[src/rtl/bmf_pkg.sv]
// Package for the block median filter: sizes, cell link and control types.
package bmf_pkg;

  localparam int unsigned SampleW = 12;
  localparam int unsigned Window  = 21;
  localparam int unsigned MidIdx  = Window / 2;
  localparam int unsigned CountW  = (Window > 1) ? $clog2(Window) : 1;
  localparam int unsigned TdataW  = ((SampleW + 7) / 8) * 8;

  typedef logic [SampleW-1:0] sample_t;
  typedef logic [CountW-1:0]  count_t;

  // What one cell shows its right-hand neighbour.
  typedef struct packed {
    sample_t val;
    logic    vld;
    logic    gt;   // cell is empty or holds a value above the incoming sample
  } link_t;

  // Control broadcast to every cell.
  typedef struct packed {
    logic en;      // a sample beat is taken this cycle
    logic clr;     // this beat is the group's last, so taking it empties all cells
  } cell_ctrl_t;

endpackage

[src/rtl/bmf_cell.sv]
// One cell of the sorted insertion chain.
module bmf_cell (
  input  logic               clk_i,
  input  logic               rst_ni,
  input  bmf_pkg::cell_ctrl_t ctrl_i,
  input  bmf_pkg::sample_t   sample_i,
  input  bmf_pkg::link_t     prev_i,
  output bmf_pkg::link_t     link_o,
  output bmf_pkg::sample_t   val_d_o
);

  bmf_pkg::sample_t val_q, val_d;
  logic             vld_q, vld_d;
  logic             gt;

  // The chain stays sorted ascending with empty cells at the end, so the
  // gt flags along the chain form a run of zeros followed by ones.
  assign gt = !vld_q || (val_q > sample_i);

  always_comb begin
    val_d = val_q;
    vld_d = vld_q;
    if (ctrl_i.en) begin
      if (gt && prev_i.gt) begin
        val_d = prev_i.val;
        vld_d = prev_i.vld;
      end else if (gt) begin
        val_d = sample_i;
        vld_d = 1'b1;
      end
      if (ctrl_i.clr) begin
        vld_d = 1'b0;
      end
    end
  end

  always_ff @(posedge clk_i or negedge rst_ni) begin
    if (!rst_ni) begin
      vld_q <= 1'b0;
    end else begin
      vld_q <= vld_d;
    end
  end

  always_ff @(posedge clk_i) begin
    val_q <= val_d;
  end

  assign link_o  = '{val: val_q, vld: vld_q, gt: gt};
  assign val_d_o = val_d;

endmodule

[src/rtl/block_median_filter_core.sv]
// Top level of the block median filter: insertion chain, group counter, output register.
//
//   channel   dir  tdata bits                 meaning
//   s_axis    in   [11:0] sample, rest zero   one converter sample per beat
//   m_axis    out  [11:0] median, rest zero   median of each completed group
//
// One sample beat is taken per cycle; every sample is inserted in sorted
// order into a chain of Window cells in the cycle it arrives. The last beat
// of a group loads the middle cell's new value into the output register and
// empties the chain. Reset empties the chain and the counter. Input stalls
// only on a group's last beat while the previous median is still untaken.
module block_median_filter_core (
  input  logic                        clk_i,
  input  logic                        rst_ni,
  input  logic                        s_axis_tvalid,
  output logic                        s_axis_tready,
  input  logic [bmf_pkg::TdataW-1:0]  s_axis_tdata,   // [11:0] sample
  output logic                        m_axis_tvalid,
  input  logic                        m_axis_tready,
  output logic [bmf_pkg::TdataW-1:0]  m_axis_tdata    // [11:0] median
);

  bmf_pkg::count_t     count_q, count_d;
  logic                out_vld_q, out_vld_d;
  bmf_pkg::sample_t    out_q, out_d;
  bmf_pkg::sample_t    sample;
  logic                take, last;
  bmf_pkg::cell_ctrl_t ctrl;

  bmf_pkg::link_t   links [bmf_pkg::Window+1];
  bmf_pkg::sample_t vals_d [bmf_pkg::Window];

  assign sample = s_axis_tdata[bmf_pkg::SampleW-1:0];
  assign last   = (count_q == bmf_pkg::CountW'(bmf_pkg::Window - 1));
  assign s_axis_tready = !out_vld_q || m_axis_tready || !last;
  assign take   = s_axis_tvalid && s_axis_tready;
  assign ctrl   = '{en: take, clr: last};

  assign links[0] = '{val: '0, vld: 1'b0, gt: 1'b0};

  for (genvar i = 0; i < bmf_pkg::Window; i++) begin : g_cell
    bmf_cell u_cell (
      .clk_i    (clk_i),
      .rst_ni   (rst_ni),
      .ctrl_i   (ctrl),
      .sample_i (sample),
      .prev_i   (links[i]),
      .link_o   (links[i+1]),
      .val_d_o  (vals_d[i])
    );
  end

  always_comb begin
    count_d   = count_q;
    out_vld_d = out_vld_q;
    out_d     = out_q;
    if (m_axis_tready) begin
      out_vld_d = 1'b0;
    end
    if (take) begin
      if (last) begin
        count_d   = '0;
        out_vld_d = 1'b1;
        out_d     = vals_d[bmf_pkg::MidIdx];
      end else begin
        count_d = count_q + 1'b1;
      end
    end
  end

  always_ff @(posedge clk_i or negedge rst_ni) begin
    if (!rst_ni) begin
      count_q   <= '0;
      out_vld_q <= 1'b0;
    end else begin
      count_q   <= count_d;
      out_vld_q <= out_vld_d;
    end
  end

  always_ff @(posedge clk_i) begin
    out_q <= out_d;
  end

  assign m_axis_tvalid = out_vld_q;
  assign m_axis_tdata  = bmf_pkg::TdataW'(out_q);

endmodule
[config.mk]
export PLATFORM = sky130hd
export DESIGN_NAME = block_median_filter_core
export DESIGN_NICKNAME = d
export VERILOG_FILES = /design/src/rtl/bmf_pkg.sv /design/src/rtl/bmf_cell.sv /design/src/rtl/block_median_filter_core.sv
export SDC_FILE = /design/constraint.sdc
export NUM_CORES = 1
export LEC_CHECK = 0
export BUFFER_PORTS_ARGS = -buffer_cell sky130_fd_sc_hd__buf_2
export CORE_MARGIN = 2
export CORE_UTILIZATION = 57
export CTS_CLUSTER_SIZE = 14
export DETAILED_ROUTE_END_ITERATION = 10
export PLACE_DENSITY = 0.77
export SLEW_MARGIN = 20
export SYNTH_ARGS = -nofsm -noshare
export SYNTH_HDL_FRONTEND = slang
export SYNTH_SLANG_ARGS = --single-unit
export TNS_END_PERCENT = 30
[constraint.sdc]
create_clock -name clk_i -period 2.5 [get_ports clk_i]
set_input_delay 0.375 -clock clk_i [delete_from_list [all_inputs] [get_ports clk_i]]
set_output_delay 0.375 -clock clk_i [all_outputs]
set_load 0.01 [all_outputs]
**Word-level counts from Yosys, hierarchy flattened**

Index checks and enable logic that the tools add are counted.

- Add/subtract/negate cells: 1
- $lt $le $gt $ge: 11
- Equality and inequality tests: 1
- Mux-type cells: 57
- Reduce and logical (&&, ||, !) cells: 79

Operator list:

| operator | count |
|---|---|
| $mux W12 | 21 |
| $gt A12 B12 Y1 | 11 |
| $reduce_and A2 Y1 | 22 |
| $mux W1 | 35 |
| $reduce_bool A3 Y1 | 10 |
| $reduce_bool A2 Y1 | 10 |
| $logic_not A1 Y1 | 13 |
| $logic_or A1 B1 Y1 | 13 |
| $logic_and A1 B1 Y1 | 11 |
| $add A5 B1 Y5 const B | 1 |
| $eq A5 B5 Y1 const B | 1 |
| $mux W5 | 1 |

- Register bits after elaboration: 161
- Input port bits: 20
- Word-level logic and storage cells: 174

**Logic depth before layout (Yosys ltp)**

- Word-level depth: 5
- Depth in mapped cells: 11

**By module**

From an unflattened synthesis, not the netlist that was laid out.

- Cell total of the unflattened synthesis: 1656
- Area total of the unflattened synthesis: 15084.5 µm²

By module, submodules not included:

| module | times used | cells each | area each (µm²) |
|---|---|---|---|
| bmf_cell at g_cell[0].u_cell ... | 10 | 150 | 1340.0 |
| bmf_cell at g_cell[9].u_cell | 1 | 106 | 933.4 |
| block_median_filter_core | 1 | 50 | 750.7 |

**Worst setup path after synthesis**

No wires, ideal clock.

- Path kind: in2reg
- Start: input s_axis_tdata[11] (netlist name)
- End: register out_q[10], data pin
- Setup time: 262 ps
- Data arrival time: 2800 ps
- Slack: -562 ps
- Stages: 11
- Path buffers: 3
- Cells stage by stage: clkbuf_1 inv_1 ha_1 nand4_1 or4_1 buf_2 and3_4 buf_6 a221oi_2 o211ai_1 mux2_2

- Word-level cells in the longest chain between the ends: 5
- Elaborated cells between the ends (all ways): 8
- Classes of those cells: order compare: 2; mux: 3; reduce/logical: 3

Ends and longest elaborated chain:

| what | line | text |
|---|---|---|
| start: declaration | block_median_filter_core.sv:17 | `input logic [bmf_pkg::TdataW-1:0] s_axis_tdata,` |
| $gt A12 B12 Y1 | bmf_cell.sv:18 | `assign gt = !vld_q \|\| (val_q > sample_i);` |
| $logic_or A1 B1 Y1 | bmf_cell.sv:18 |  |
| $mux W12 / $logic_and A1 B1 Y1 (equally long branches) | bmf_cell.sv:27, bmf_cell.sv:24 |  |
| $mux W12 * | bmf_cell.sv:24 | `if (gt && prev_i.gt) begin` |
| $mux W12 * | bmf_cell.sv:23 | `if (ctrl_i.en) begin` |
| via g_cell[10].u_cell.val_d_o[10] | bmf_cell.sv:9 | `output bmf_pkg::sample_t val_d_o` |
| end signal: assignment | block_median_filter_core.sv:82 | `out_q <= out_d;` |
| end: declaration | block_median_filter_core.sv:25 | `bmf_pkg::sample_t out_q, out_d;` |

Mark *: on every way through the listed nets, which the timed path passes. The rest lies on a longest branch.
A chain may end at the register's enable or synchronous reset.

**Worst setup path in the final report**

- Start: register g_cell[9].u_cell.val_q[5]
- End: register out_q[9], data pin

- Word-level cells in the longest chain between the ends: 5

Ends and longest elaborated chain:

| what | line | text |
|---|---|---|
| start: declaration | bmf_cell.sv:12 | `bmf_pkg::sample_t val_q, val_d;` |
| start signal: assignment | bmf_cell.sv:46 | `val_q <= val_d;` |
| $gt A12 B12 Y1 | bmf_cell.sv:18 |  |
| $logic_or A1 B1 Y1 | bmf_cell.sv:18 |  |
| $logic_and A1 B1 Y1 | bmf_cell.sv:24 |  |
| $mux W12 | bmf_cell.sv:24 |  |
| $mux W12 | bmf_cell.sv:23 |  |
| via g_cell[10].u_cell.val_d_o[9] | bmf_cell.sv:9 |  |

The timed path passes the listed nets, and every way through them passes these cells.

==> flow_metrics.tcl <==
set metrics [dict create \
    cp.arrival_ns 2.87 \
    dp_slack_ns -0.374 \
    cp_slowest_cell "or4_4" \
    grtUsageTotal_pct 31.8 \
    status "complete, but fails checks" \
    ys_types 50 \
    first_pass_iters 8 \
    synth_most_common_cell "ha_1" \
    timing.fmax_mhz 373 \
    worst_pin_slew_ns 0.772 \
    async_flop_share_pct 10.6 \
    path_buf_inv 0 \
    cts_buffers 17 \
    stdcell_area_sq_um 12600 \
    htreeDepth 4 \
    fin_crit_ns 2.68 \
    path_delay_family "simple AND/OR/NAND/NOR gates" \
    cts-root-buf "clkbuf_16" \
    initial_core_util_pct 58.3 \
    total_power_mw 12.7 \
    fin_cells 1231 \
    nNetsFinal 1148 \
    drtIter0Drc 837 \
    hold_path.class "primary input to flop" \
    crit_cells 7 \
    cellLeakagePower_nw 5.20 \
    synth-edff-count 132 \
    clkTransAtPathRegs_ns 0.07 \
    clock_latency_ns 0.44 \
    cts_tree "built" \
    worst-endpoint-required_ns 2.69 \
    drv_cap 0 \
    ir_worst_vdd_v 0.000652 \
    drc 0 \
    port_buffers 29 \
    hpwlAfterDp_um 20300 \
    p_per_area_nw_per_um2 1000 \
    ios 38 \
    finalSetupTns_ns -3.19 \
    post_dp_cell_area_sq_um 11700 \
    finalClockSkew_ns 0.0115 \
    cts_buffer_depth 2 \
    overflow 0 \
    crit_path_max_fanout 6 \
    vias_per_cell 6.45 \
    dp_cells 1183 \
    post-synth-top-area-fraction_pct 39.3 \
    final-setup-viol-count 40 \
    core_area_sq_um 17300 \
    vias 7944 \
    critPathLaunchType "flop" \
    hold-path-cell-count 2 \
    ys_ff_latch 161 \
    holdWs_ns 0.195 \
    crit_chain "ha_4 > nand4_1 > or4_4 > and3_4 > a221oi_2 > o211ai_1 > mux2_4" \
    routabilityCongestion 0.907 \
    synth_common_cells "ha_1, edfxtp_1, mux2_2" \
    totalWireLength_um 29100 \
    setup.worst_path.end_class "flop" \
    syn_area_sq_um 10100 \
    cts_num_sinks 161 \
    grt_pass1_wl_um 44000 \
    reg2regPathDepth 7 \
    synth_top_area_cell "edfxtp_1" \
    dieWidth_um 137 \
    yosysWarnings 0 \
    rows 48 \
    antenna_left 0 \
    fin_util_pct 72.9 \
    grt_pass1_vias 8256 \
    rsz0062_at_grt "yes" \
    finalCritPeriodShare_pct 107 \
    wl_per_cell_um 23.6 \
    drive_above_1_share_pct 37.7 \
    slew_headroom_pct 48.5 \
    setup_ws_ns -0.181 \
    synth_area_leaders "edfxtp_1, ha_1, mux2_2, dfrtp_1, a21oi_1" \
    finalMaxSlewViolations 0 \
    fp.dieH_um 137 \
    die_area_sq_um 18800 \
    grt_max_degree 18 \
    synthesis.instances 845 \
    antenna_found_initial 1 \
    syn_area_per_cell_sq_um 11.9 \
    yosysSeqAreaShare_pct 45.9 \
    synthFlopType "edfxtp_1" \
    antenna_cells 0 \
    finalHoldViolCount 0 \
    violations "setup timing" \
    critical_path_class "flop to flop" \
    cpPeakStageDelay_ns 0.58 \
    syn_to_final_growth_pct 25.2 \
]
[worst register-to-register path: stages (launching register included)]
cell      delay, ns
edfxtp_1       0.45
ha_4           0.30
nand4_1        0.14
or4_4          0.58
and3_4         0.25
a221oi_2       0.23
o211ai_1       0.18
mux2_4         0.30
[cell families (layout without fill, tap and decap cells)]
group                      after synthesis  in the layout  share of synthesized area, %
AOI/OAI and AO/OA                      178            178                          11.9
and+or+nand+nor                        164            165                          8.28
DFF                                    161            161                          45.9
adders and majority gates              134            134                          16.6
muxes                                  123            123                          13.7
buffers and inverters                   84            241                          3.45
other                                    1              4                        0.0372
[per-layer routing]
layer	track usage (%)	wire length (um)	vias to the layer above
li1	-	-	3570
met1	38.3	11200	3850
met2	52.7	14000	396
met3	7.19	2350	128
met4	17.9	1520	0
met5	0	0	-
[power breakdown]
group | total (mW) | switching (mW) | leakage [nW] | internal [mW]
sequential | 4.46 | 0.527 | 1.52 | 3.93
clock | 2.55 | 1.09 | 0.262 | 1.46
combinational | 5.65 | 2.71 | 3.42 | 2.94
[state kept, by name, summed over array words and instances (netlist names)]
register and flops:
out_q 12, count_q 5, g_cell.u_cell.vld_q 11, g_cell.u_cell.val_q 132
m_axis_tvalid 1
[timing repair]
| action | CTS | global route |
|---|---|---|
| cloned | 1 | 1 |
| endpoints found under the setup margin | 109 | 156 |
| endpoints found under the hold margin | 17 | 0 |
| pin swaps | 14 | 19 |
| hold buffers | 1 | 0 |
| resized for setup | 18 | 29 |
| setup buffers | 5 | 9 |
[cell usage in the layout, fill, tap and decap left out, types with 3 or more instances in the layout]
cell type,instances
nand2_1,45
edfxtp_1,132
conb_1,4
o211ai_1,18
o31ai_2,3
a221oi_2,11
a21o_1,8
o2111ai_1,4
a21oi_1,61
inv_4,4
inv_6,8
clkinvlp_4,4
o21ai_0,21
nor2_1,24
o21ai_1,3
clkbuf_16,18
mux2_2,90
nor2_2,7
a211oi_1,4
clkinv_1,4
nor3_1,6
buf_12,13
mux2_4,32
ha_4,14
nand4_1,45
nand3_1,3
buf_2,29
ha_1,120
o21a_1,10
dfxtp_1,12
o31a_1,5
nor2b_1,24
inv_1,34
dfrtp_1,17
buf_4,120
a21oi_2,3
[final cells by class]
type | instances | area [sq um]
Inverter | 45 | 224
Clock buffer | 17 | 425
Sequential cell | 161 | 4630
Clock inverter | 14 | 140
Tap cell | 225 | 282
Fill cell | 1104 | 4680
Timing Repair Buffer | 165 | 1350
Multi-Input combinational cell | 604 | 5560
[final timing paths]
| kind | slack, ns | startpoint | endpoint |
|---|---|---|---|
| worst max-delay path | -0.18 | g_cell[9].u_cell.val_q[5] | out_q[9] |
| min in group asynchronous | 0.41 | rst_ni | count_q[3] |
| max in group asynchronous | 1.77 | rst_ni | g_cell[7].u_cell.vld_q |
| worst min register to register | 0.51 | g_cell[10].u_cell.val_q[0] | g_cell[10].u_cell.val_q[0] |
| worst min-delay path | 0.19 | m_axis_tready | m_axis_tvalid |
| worst max register to register | -0.18 | g_cell[9].u_cell.val_q[5] | out_q[9] |
Note: power is estimated with default switching activity, not from simulation.
